--- config.mk ---
export PLATFORM = sky130hd
export DESIGN_NAME = char_lcd_nibble_write_sequencer_unit_flat
export DESIGN_NICKNAME = d
export VERILOG_FILES = /design/src/sv/clnws_pkg.sv /design/src/sv/clnws_if.sv /design/src/sv/char_lcd_nibble_write_sequencer_unit.sv /design/src/flat_wrapper.sv
export SDC_FILE = /design/constraint.sdc
export NUM_CORES = 1
export LEC_CHECK = 0
export ABC_AREA = 1
export BUFFER_PORTS_ARGS = -buffer_cell sky130_fd_sc_hd__buf_2
export CAP_MARGIN = 5
export CELL_PAD_IN_SITES_DETAIL_PLACEMENT = 2
export CELL_PAD_IN_SITES_GLOBAL_PLACEMENT = 2
export CORE_MARGIN = 1.5
export CORE_UTILIZATION = 30
export CTS_CLUSTER_DIAMETER = 50
export CTS_CLUSTER_SIZE = 40
export DETAILED_ROUTE_END_ITERATION = 7
export PLACE_DENSITY = 0.75
export RECOVER_POWER = 50
export SLEW_MARGIN = 25
export SYNTH_ARGS = -nofsm -noshare
export SYNTH_HDL_FRONTEND = slang
export SYNTH_SLANG_ARGS = --single-unit
--- constraint.sdc ---
create_clock -name clk -period 7.75 [get_ports clk]
set_input_delay 0.775 -clock clk [delete_from_list [all_inputs] [get_ports clk]]
set_output_delay 0.775 -clock clk [all_outputs]
set_load 0.02 [all_outputs]
--- src/sv/clnws_pkg.sv ---
package clnws_pkg;

    localparam int OP_W        = 3;
    localparam int BYTE_W      = 8;
    localparam int NIB_W       = 4;
    localparam int STEP_W      = 4;
    localparam int PHASE_W     = 3;
    localparam int CFG_IDX_W   = 3;
    localparam int CFG_DATA_W  = 16;
    localparam int WCW_DEFAULT = 16;

    // request codes
    localparam logic [OP_W-1:0] OP_TICK  = 3'd0;
    localparam logic [OP_W-1:0] OP_DATA  = 3'd1;
    localparam logic [OP_W-1:0] OP_CMD   = 3'd2;
    localparam logic [OP_W-1:0] OP_CLEAR = 3'd3;
    localparam logic [OP_W-1:0] OP_LINE1 = 3'd4;
    localparam logic [OP_W-1:0] OP_LINE2 = 3'd5;
    localparam logic [OP_W-1:0] OP_INIT  = 3'd6;
    localparam logic [OP_W-1:0] OP_NONE  = 3'd7;

    // nibble phases
    localparam logic [PHASE_W-1:0] PH_IDLE  = 3'd0;
    localparam logic [PHASE_W-1:0] PH_SETUP = 3'd1;
    localparam logic [PHASE_W-1:0] PH_HIGH  = 3'd2;
    localparam logic [PHASE_W-1:0] PH_HOLD  = 3'd3;
    localparam logic [PHASE_W-1:0] PH_WAIT  = 3'd4;

    // timing register indexes
    localparam logic [CFG_IDX_W-1:0] REG_SETUP  = 3'd0;
    localparam logic [CFG_IDX_W-1:0] REG_HIGH   = 3'd1;
    localparam logic [CFG_IDX_W-1:0] REG_HOLD   = 3'd2;
    localparam logic [CFG_IDX_W-1:0] REG_SHORT  = 3'd3;
    localparam logic [CFG_IDX_W-1:0] REG_POWER  = 3'd4;
    localparam logic [CFG_IDX_W-1:0] REG_CLEAR  = 3'd5;
    localparam logic [CFG_IDX_W-1:0] REG_CURSOR = 3'd6;

    localparam logic [CFG_DATA_W-1:0] RST_SETUP  = 16'd1000;
    localparam logic [CFG_DATA_W-1:0] RST_HIGH   = 16'd1000;
    localparam logic [CFG_DATA_W-1:0] RST_HOLD   = 16'd100;
    localparam logic [CFG_DATA_W-1:0] RST_SHORT  = 16'd37;
    localparam logic [CFG_DATA_W-1:0] RST_POWER  = 16'd20000;
    localparam logic [CFG_DATA_W-1:0] RST_CLEAR  = 16'd1520;
    localparam logic [CFG_DATA_W-1:0] RST_CURSOR = 16'd1000;

    // lcd command bytes
    localparam logic [BYTE_W-1:0] LCD_FUNC_SET   = 8'h28;
    localparam logic [BYTE_W-1:0] LCD_ENTRY_MODE = 8'h06;
    localparam logic [BYTE_W-1:0] LCD_CLEAR      = 8'h01;
    localparam logic [BYTE_W-1:0] LCD_DISP_ON    = 8'h0F;
    localparam logic [BYTE_W-1:0] LCD_LINE1      = 8'h80;
    localparam logic [BYTE_W-1:0] LCD_LINE2      = 8'hC0;

    // sequence entry kinds
    localparam logic [1:0] K_END  = 2'd0;
    localparam logic [1:0] K_WAIT = 2'd1;
    localparam logic [1:0] K_CMD  = 2'd2;
    localparam logic [1:0] K_USER = 2'd3;

    typedef struct packed {
        logic [1:0]        kind;
        logic [BYTE_W-1:0] arg;
    } prog_entry_t;

    function automatic prog_entry_t mk(input logic [1:0] kind, input logic [BYTE_W-1:0] arg);
        prog_entry_t e;
        e.kind = kind;
        e.arg  = arg;
        return e;
    endfunction

    function automatic logic [BYTE_W-1:0] rix(input logic [CFG_IDX_W-1:0] idx);
        return {{(BYTE_W-CFG_IDX_W){1'b0}}, idx};
    endfunction

    // fixed command programs, looked up by request code and step
    function automatic prog_entry_t prog_entry(input logic [OP_W-1:0] op,
                                               input logic [STEP_W-1:0] step);
        prog_entry_t e;
        e = mk(K_END, '0);
        unique case (op)
            OP_DATA, OP_CMD:
            begin
                if (step == 4'd0)
                    e = mk(K_USER, '0);
            end
            OP_CLEAR:
            begin
                unique case (step)
                    4'd0:    e = mk(K_WAIT, rix(REG_SHORT));
                    4'd1:    e = mk(K_CMD, LCD_CLEAR);
                    default: e = mk(K_END, '0);
                endcase
            end
            OP_LINE1, OP_LINE2:
            begin
                unique case (step)
                    4'd0:    e = mk(K_WAIT, rix(REG_SHORT));
                    4'd1:    e = mk(K_CMD, (op == OP_LINE1) ? LCD_LINE1 : LCD_LINE2);
                    4'd2:    e = mk(K_WAIT, rix(REG_CURSOR));
                    default: e = mk(K_END, '0);
                endcase
            end
            OP_INIT:
            begin
                unique case (step)
                    4'd0:    e = mk(K_WAIT, rix(REG_POWER));
                    4'd1:    e = mk(K_CMD, LCD_FUNC_SET);
                    4'd2:    e = mk(K_WAIT, rix(REG_SHORT));
                    4'd3:    e = mk(K_CMD, LCD_ENTRY_MODE);
                    4'd4:    e = mk(K_WAIT, rix(REG_SHORT));
                    4'd5:    e = mk(K_CMD, LCD_CLEAR);
                    4'd6:    e = mk(K_WAIT, rix(REG_CLEAR));
                    4'd7:    e = mk(K_CMD, LCD_DISP_ON);
                    default: e = mk(K_END, '0);
                endcase
            end
            default: e = mk(K_END, '0);
        endcase
        return e;
    endfunction

endpackage

--- src/sv/clnws_if.sv ---
interface clnws_req_if;
    import clnws_pkg::*;
    logic              valid;
    logic              ready;
    logic [OP_W-1:0]   operation;
    logic [BYTE_W-1:0] byte_value;
    modport source (output valid, operation, byte_value, input ready);
    modport sink (input valid, operation, byte_value, output ready);
endinterface

interface clnws_res_if;
    import clnws_pkg::*;
    logic             valid;
    logic             ready;
    logic [NIB_W-1:0] lcd_data;
    logic             lcd_rs;
    logic             lcd_rw;
    logic             lcd_enable;
    logic             busy_res;
    logic             rejected;
    modport source (output valid, lcd_data, lcd_rs, lcd_rw, lcd_enable, busy_res, rejected,
                    input ready);
    modport sink (input valid, lcd_data, lcd_rs, lcd_rw, lcd_enable, busy_res, rejected,
                  output ready);
endinterface

interface clnws_cfg_if;
    import clnws_pkg::*;
    logic                  valid;
    logic                  ready;
    logic [CFG_IDX_W-1:0]  index;
    logic [CFG_DATA_W-1:0] data;
    modport source (output valid, index, data, input ready);
    modport sink (input valid, index, data, output ready);
endinterface

--- src/sv/char_lcd_nibble_write_sequencer_unit.sv ---
// Write-only 4-bit character LCD sequencer. Each accepted request or
// microsecond tick yields exactly one result: the bus levels (data nibble,
// rs, rw, enable), busy and a rejected flag. One item is accepted per clock
// and its result is in the output register on the next cycle; the next item
// is taken in the same cycle the held result transfers, so throughput is
// one item per cycle while res.ready is high, set by the single output register. Requests that
// arrive while a sequence runs are dropped with rejected set. Timing
// registers are written on the cfg channel, which is always ready.
module char_lcd_nibble_write_sequencer_unit
    import clnws_pkg::*;
#(
    parameter int WAIT_COUNTER_WIDTH = WCW_DEFAULT
)
(
    input logic        clk,
    input logic        rst_n,
    clnws_req_if.sink  req,
    clnws_res_if.source res,
    clnws_cfg_if.sink  cfg
);

    localparam int W = WAIT_COUNTER_WIDTH;

    logic [CFG_DATA_W-1:0] setup_wait_reg, high_wait_reg, hold_wait_reg, short_wait_reg;
    logic [CFG_DATA_W-1:0] power_wait_reg, clear_wait_reg, cursor_wait_reg;

    logic [OP_W-1:0]    op_reg, op_next;
    logic [STEP_W-1:0]  step_reg, step_next;
    logic [PHASE_W-1:0] phase_reg, phase_next;
    logic               low_pend_reg, low_pend_next;
    logic [W-1:0]       cnt_reg, cnt_next;
    logic [BYTE_W-1:0]  held_reg, held_next;
    logic               rs_reg, rs_next;
    logic               en_reg, en_next;
    logic [NIB_W-1:0]   data_reg, data_next;
    logic               busy_reg, busy_next;
    logic               rej_reg, rej_next;
    logic               out_valid_reg, out_valid_next;

    logic              accept;
    logic              req_start;
    logic              do_enter;
    logic [OP_W-1:0]   e_op;
    logic [STEP_W-1:0] e_step;
    logic [BYTE_W-1:0] e_byte;
    prog_entry_t       entry;
    logic [CFG_DATA_W-1:0] wait_sel;

    assign req.ready = !out_valid_reg || res.ready;
    assign accept    = req.valid && req.ready;
    assign cfg.ready = 1'b1;

    assign res.valid      = out_valid_reg;
    assign res.lcd_data   = data_reg;
    assign res.lcd_rs     = rs_reg;
    assign res.lcd_rw     = 1'b0;
    assign res.lcd_enable = en_reg;
    assign res.busy_res   = busy_reg;
    assign res.rejected   = rej_reg;

    // a request taken while idle enters step zero of its own program
    assign req_start = accept && (req.operation != OP_TICK) && (req.operation != OP_NONE)
                       && !busy_reg;
    assign e_op      = req_start ? req.operation : op_reg;
    assign e_step    = req_start ? '0 : step_reg + 4'd1;
    assign e_byte    = req_start ? req.byte_value : held_reg;

    assign entry = prog_entry(e_op, e_step);

    always_comb
    begin
        unique case (entry.arg[CFG_IDX_W-1:0])
            REG_SETUP:  wait_sel = setup_wait_reg;
            REG_HIGH:   wait_sel = high_wait_reg;
            REG_HOLD:   wait_sel = hold_wait_reg;
            REG_SHORT:  wait_sel = short_wait_reg;
            REG_POWER:  wait_sel = power_wait_reg;
            REG_CLEAR:  wait_sel = clear_wait_reg;
            REG_CURSOR: wait_sel = cursor_wait_reg;
            default:    wait_sel = setup_wait_reg;
        endcase
    end

    always_comb
    begin
        op_next        = op_reg;
        step_next      = step_reg;
        phase_next     = phase_reg;
        low_pend_next  = low_pend_reg;
        cnt_next       = cnt_reg;
        held_next      = held_reg;
        rs_next        = rs_reg;
        en_next        = en_reg;
        data_next      = data_reg;
        busy_next      = busy_reg;
        rej_next       = rej_reg;
        out_valid_next = out_valid_reg;
        do_enter       = 1'b0;

        if (res.ready)
            out_valid_next = 1'b0;

        if (accept)
        begin
            out_valid_next = 1'b1;
            rej_next       = 1'b0;
            if (req.operation == OP_TICK)
            begin
                if (busy_reg && phase_reg != PH_IDLE)
                begin
                    if (cnt_reg > W'(1))
                    begin
                        cnt_next = cnt_reg - W'(1);
                    end
                    else
                    begin
                        cnt_next = '0;
                        unique case (phase_reg)
                            PH_SETUP:
                            begin
                                en_next    = 1'b1;
                                phase_next = PH_HIGH;
                                cnt_next   = W'(high_wait_reg);
                            end
                            PH_HIGH:
                            begin
                                en_next    = 1'b0;
                                phase_next = PH_HOLD;
                                cnt_next   = W'(hold_wait_reg);
                            end
                            PH_HOLD:
                            begin
                                if (low_pend_reg)
                                begin
                                    low_pend_next = 1'b0;
                                    data_next     = held_reg[NIB_W-1:0];
                                    phase_next    = PH_SETUP;
                                    cnt_next      = W'(setup_wait_reg);
                                end
                                else
                                begin
                                    do_enter = 1'b1;
                                end
                            end
                            default: do_enter = 1'b1;
                        endcase
                    end
                end
            end
            else if (req.operation != OP_NONE)
            begin
                if (busy_reg)
                begin
                    rej_next = 1'b1;
                end
                else
                begin
                    op_next       = req.operation;
                    busy_next     = 1'b1;
                    low_pend_next = 1'b0;
                    held_next     = req.byte_value;
                    do_enter      = 1'b1;
                end
            end
        end

        // load the phase for the next program entry
        if (do_enter)
        begin
            step_next = e_step;
            unique case (entry.kind)
                K_WAIT:
                begin
                    phase_next = PH_WAIT;
                    cnt_next   = W'(wait_sel);
                end
                K_CMD, K_USER:
                begin
                    if (entry.kind == K_CMD)
                        held_next = entry.arg;
                    else
                        held_next = e_byte;
                    rs_next       = (e_op == OP_DATA);
                    low_pend_next = 1'b1;
                    data_next     = (entry.kind == K_CMD) ? entry.arg[BYTE_W-1:NIB_W]
                                                          : e_byte[BYTE_W-1:NIB_W];
                    phase_next    = PH_SETUP;
                    cnt_next      = W'(setup_wait_reg);
                end
                default:
                begin
                    phase_next = PH_IDLE;
                    busy_next  = 1'b0;
                    cnt_next   = '0;
                end
            endcase
        end
    end

    always_ff @(posedge clk or negedge rst_n)
    begin
        if (!rst_n)
        begin
            op_reg        <= OP_TICK;
            step_reg      <= '0;
            phase_reg     <= PH_IDLE;
            low_pend_reg  <= 1'b0;
            cnt_reg       <= '0;
            held_reg      <= '0;
            rs_reg        <= 1'b0;
            en_reg        <= 1'b0;
            data_reg      <= '0;
            busy_reg      <= 1'b0;
            rej_reg       <= 1'b0;
            out_valid_reg <= 1'b0;
        end
        else
        begin
            op_reg        <= op_next;
            step_reg      <= step_next;
            phase_reg     <= phase_next;
            low_pend_reg  <= low_pend_next;
            cnt_reg       <= cnt_next;
            held_reg      <= held_next;
            rs_reg        <= rs_next;
            en_reg        <= en_next;
            data_reg      <= data_next;
            busy_reg      <= busy_next;
            rej_reg       <= rej_next;
            out_valid_reg <= out_valid_next;
        end
    end

    always_ff @(posedge clk or negedge rst_n)
    begin
        if (!rst_n)
        begin
            setup_wait_reg  <= RST_SETUP;
            high_wait_reg   <= RST_HIGH;
            hold_wait_reg   <= RST_HOLD;
            short_wait_reg  <= RST_SHORT;
            power_wait_reg  <= RST_POWER;
            clear_wait_reg  <= RST_CLEAR;
            cursor_wait_reg <= RST_CURSOR;
        end
        else if (cfg.valid)
        begin
            unique case (cfg.index)
                REG_SETUP:  setup_wait_reg  <= cfg.data;
                REG_HIGH:   high_wait_reg   <= cfg.data;
                REG_HOLD:   hold_wait_reg   <= cfg.data;
                REG_SHORT:  short_wait_reg  <= cfg.data;
                REG_POWER:  power_wait_reg  <= cfg.data;
                REG_CLEAR:  clear_wait_reg  <= cfg.data;
                REG_CURSOR: cursor_wait_reg <= cfg.data;
                default:
                begin
                end
            endcase
        end
    end

endmodule

--- src/flat_wrapper.sv ---
// flat-port wrapper written by rule: the top's interface ports become plain ports
module char_lcd_nibble_write_sequencer_unit_flat import clnws_pkg::*;
#(
    parameter int WAIT_COUNTER_WIDTH = WCW_DEFAULT
)
  (clk, rst_n, req_valid, req_operation, req_byte_value, req_ready, res_valid, res_lcd_data, res_lcd_rs, res_lcd_rw, res_lcd_enable, res_busy_res, res_rejected, res_ready, cfg_valid, cfg_index, cfg_data, cfg_ready);
  clnws_req_if req_i ();
  clnws_res_if res_i ();
  clnws_cfg_if cfg_i ();
  input logic clk;
  input logic rst_n;
  input wire logic [$bits(req_i.valid)-1:0] req_valid;
  input wire logic [$bits(req_i.operation)-1:0] req_operation;
  input wire logic [$bits(req_i.byte_value)-1:0] req_byte_value;
  output wire logic [$bits(req_i.ready)-1:0] req_ready;
  output wire logic [$bits(res_i.valid)-1:0] res_valid;
  output wire logic [$bits(res_i.lcd_data)-1:0] res_lcd_data;
  output wire logic [$bits(res_i.lcd_rs)-1:0] res_lcd_rs;
  output wire logic [$bits(res_i.lcd_rw)-1:0] res_lcd_rw;
  output wire logic [$bits(res_i.lcd_enable)-1:0] res_lcd_enable;
  output wire logic [$bits(res_i.busy_res)-1:0] res_busy_res;
  output wire logic [$bits(res_i.rejected)-1:0] res_rejected;
  input wire logic [$bits(res_i.ready)-1:0] res_ready;
  input wire logic [$bits(cfg_i.valid)-1:0] cfg_valid;
  input wire logic [$bits(cfg_i.index)-1:0] cfg_index;
  input wire logic [$bits(cfg_i.data)-1:0] cfg_data;
  output wire logic [$bits(cfg_i.ready)-1:0] cfg_ready;
  assign req_i.valid = req_valid;
  assign req_i.operation = req_operation;
  assign req_i.byte_value = req_byte_value;
  assign req_ready = req_i.ready;
  assign res_valid = res_i.valid;
  assign res_lcd_data = res_i.lcd_data;
  assign res_lcd_rs = res_i.lcd_rs;
  assign res_lcd_rw = res_i.lcd_rw;
  assign res_lcd_enable = res_i.lcd_enable;
  assign res_busy_res = res_i.busy_res;
  assign res_rejected = res_i.rejected;
  assign res_i.ready = res_ready;
  assign cfg_i.valid = cfg_valid;
  assign cfg_i.index = cfg_index;
  assign cfg_i.data = cfg_data;
  assign cfg_ready = cfg_i.ready;
  char_lcd_nibble_write_sequencer_unit #(.WAIT_COUNTER_WIDTH(WAIT_COUNTER_WIDTH)) u_core (.clk(clk), .rst_n(rst_n), .req(req_i), .res(res_i), .cfg(cfg_i));
endmodule
==> run_results.csv <==
group,metric,value,unit
power,switching_share,31.4,%
worst_setup_path,critPathLaunch,"req_operation[2]",
route,wirelength,32.4,mm
power,ir_drop,0.163,mV
clock_network,cts.repair.resized,0,
clock_network,cts.clk_slew.worst_paths,0.07,ns
power,netSwitchingPower,0.734,mW
clock_network,htreeDepth,4,
floorplanning,dieHeight,176,µm
global_routing,grt_use_met2,38.3,%
job,max-cap-violations,2,
yosys,mappedNetlistArea,0.00901,mm²
route,num_vias,8705,
placed_design,io_buffer_count,44,
yosys,postSynthCellCount,1239,
placed_design,gp_congestion,0.810,
clock_network,postCtsSetupBuffers,0,
floorplanning,initial_utilization,30.4,%
sta,rsz0062_at_grt,"false",
sta,slew_violations,109,
yosys,syn_nets,1280,
yosys,synthTopCellsByArea,"dfrtp_1 34%, nand2_1 16%, dfstp_2 10%",
clock_network,clkLatencyLatePin,0.43,ns
worst_setup_path,crit_type,"in2reg",
worst_setup_path,crit_path_max_incr_delay,1.18,ns
worst_setup_path,r2r-end,"u_core.cnt_reg[9]",
yosys,synth-edff-count,0,
power,p_leak,4.76,nW
cells_and_area,filler_cell_count,3555,
worst_setup_path,end_kind,"flip-flop",
worst_setup_path,cp_cell_sequence,"buf_2, inv_1, nand2_2, nand2_2, nor2_1, nor2_1, inv_1, ha_1, inv_1, nor2_2, nand3_1, nand3_4, buf_4, nor2_4, nand3_1, nand2_1, nor2_1, nand3_1, nand2_1, nand2_1, nand2_1, a21oi_1",
global_routing,busiest_layer,"met2",
floorplanning,die_area,0.0311,mm²
global_routing,use_met1,28.1,%
yosys,ys_seq_area_share,43.8,%
global_routing,grt_pass1_wl,53.6,mm
yosys,synthFlopType,"dfrtp_1",
clock_network,tritoncts,"yes",
yosys,ys_seq_elements,156,
global_routing,grtUsageTotal,22.0,%
floorplanning,num_rows,63,
sta,fin_ws,2.60,ns
global_routing,grt_pass1_vias,9628,
cells_and_area,fin_cells,1646,
power,seqPwrFrac,48.1,%
route,dr.pass1.iters,5,
global_routing,met3_usage,3.38,%
yosys,ys.warnings.count,0,
sta,period_needed,5.15,ns
route,ant_nets,0,
route,wl_per_cell,19.7,µm
power,combPwrFrac,14.9,%
power,p_int,1.61,mW
yosys,yosysTopAreaCellShare,33.6,%
worst_hold_path,hp-class,"reg2reg",
route,via_per_inst,5.29,
sta,holdWs,0.486,ns
sta,finalSetupViolCount,0,
clock_network,cts_num_sinks,156,
power,total_power,2.34,mW
worst_setup_path,crit_top_cell,"nand2_1",
worst_setup_path,reg2reg_slack,2.68,ns
sta,max_slew_margin,-217,%
floorplanning,core,0.0296,mm²
global_routing,grt_max_degree,87,
global_routing,antenna_found_initial,0,
worst_setup_path,r2r-start,"u_core.res.busy_res",
cells_and_area,drive_gt1_share,11.9,%
floorplanning,io_pins,47,
worst_setup_path,critPathRequiredTime,8.06,ns
clock_network,hold_buffers,0,
power,powerDensity,234,mW/mm²
yosys,yosysTopAreaCell,"dfrtp_1",
worst_setup_path,worstPathArrival,5.46,ns
worst_setup_path,r2r.worst_path.cells,20,
placed_design,place_ws,2.98,ns
sta,clock_skew,0.00537,ns
cells_and_area,fin_nets,1284,
power,p_clk_share,37.0,%
clock_network,cts-root-buf,"clkbuf_16",
yosys,async_reset_ff_share,100,%
sta,hold_violations,0,
cells_and_area,n_antenna_cell,0,
worst_setup_path,cp_slowest_cell,"nor2_1",
route,dr.first_iter.drc_count,361,
placed_design,dpl.hpwl,21.1,mm
sta,max_freq,0.194,GHz
worst_setup_path,worstSetupStartpointType,"input port",
cells_and_area,syn_to_final_growth,11.0,%
sta,fin_crit_sh,66.4,%
sta,worstMarginPinSlew,4.76,ns
yosys,synth.distinct_cells,43,
worst_hold_path,hold_path_end,"u_core.power_wait_reg[15]",
run_status,status,"finished, violations left",
floorplanning,die_w,176,µm
global_routing,overflow,0,
clock_network,cts_buffer_depth,2,
worst_setup_path,path_max_fanout,37,
worst_hold_path,hold_depth,2,
route,route.detailed.drc,0,
placed_design,post-place-cells,1614,
run_status,failed_checks,"capacitance limit, slew limit",
worst_hold_path,hp-start,"u_core.power_wait_reg[15]",
clock_network,cts_buffers,17,
sta,tns,0,ns
yosys,avgSynthCellArea,7.27,µm²
-- worst max-delay path by stage --
stage               slack (ns)  cells past startpoint                        to
finish                    2.60                     22         u_core.cnt_reg[9]
floorplan                 4.70                     22        u_core.cnt_reg[12]
detailed placement        2.98                     14         u_core.cnt_reg[9]
global route              2.19                      1  u_core.high_wait_reg[10]
global placement          3.15                     21        u_core.cnt_reg[14]
CTS                       3.42                     14         u_core.cnt_reg[9]
-- power by group through the flow --
stage / sequential [mW] / clock [mW] / combinational (mW)
after detailed placement: 1.14 / 0 / 0.351
final: 1.12 / 0.866 / 0.349
after floorplan: 1.09 / 0 / 0.246
after global routing: 1.15 / 0.915 / 0.413
after CTS: 1.12 / 0.883 / 0.358
after global placement: 1.13 / 0 / 0.329
-- cells in the final DEF (no fill, tap or decap), types with 5 or more instances in the layout --
cell       Yosys  layout
nand2_2       10      12
nor2_1        81      80
nand4_1       50      50
dfrtp_1      121     121
a31oi_1        8       8
o21ai_0      156     157
nand2_1      388     387
clkbuf_16      0      17
clkbuf_1      36       7
nand3_1      100     100
buf_2         13      41
inv_1        103     104
mux2i_1        5       5
xor2_1         5       5
buf_4         14       6
a21oi_1       28      28
dfstp_2       35      35
ha_1           6       6
nor3_1         7       7
nor2_4         7       7
o21ai_1       20      20
inv_6          0       5
-- worst max-delay path: cells and delay by family --
kind            cells  cell delay, ns
compound gates      1            0.09
fa+ha+maj           1            0.20
buf+inv             5            0.98
simple gates       15            3.41
-- final cells by class --
type / count / area (µm²) / area share (%)
clock buffers: 21 / 450 / 4.50
clock inverters: 11 / 135 / 1.35
inverters: 108 / 405 / 4.05
multi-input cells: 908 / 4310 / 43.0
flip-flops and latches: 156 / 3950 / 39.4
well taps: 390 / 488 / 4.88
repair buffers: 52 / 277 / 2.76
-- synthesized netlist by cell type, types with 7 or more instances --
cell type and number:
inv_1 103, nand2_2 10, dfrtp_1 121, nor2_1 81, nor2_4 7, buf_2 13, dfstp_2 35, nand3_1 100
o21ai_0 156, a31oi_1 8, clkbuf_1 36, nand4_1 50, nor3_1 7, a21oi_1 28, buf_4 14, o21ai_1 20
nand2_1 388
-- metrics by stage --
step	util [%]	cell area (µm²)
2_1_floorplan	-	9010
3_3_place_gp	31.9	9450
3_5_place_dp	31.9	9460
4_1_cts	33.9	10000
5_1_grt	33.8	10000
6_report	33.8	10000
-- cell families after synthesis --
| family | share of synthesized area, % |
|---|---|
| AO/OA/AOI/OAI | 13.4 |
| other | 0.0833 |
| XOR/XNOR | 0.861 |
| flip-flops | 43.8 |
| AND/OR/NAND/NOR | 32.1 |
| multiplexers | 0.555 |
| buffers and inverters | 8.38 |
| adder cells (fa/ha/maj) | 0.833 |
-- layer usage --
layer / wire [µm] / up-vias
li1: - / 4072
met1: 14700 / 4468
met2: 16300 / 121
met3: 866 / 44
met4: 545 / 0
met5: 0 / -
No activity file was read; power rests on OpenSTA's default activity.
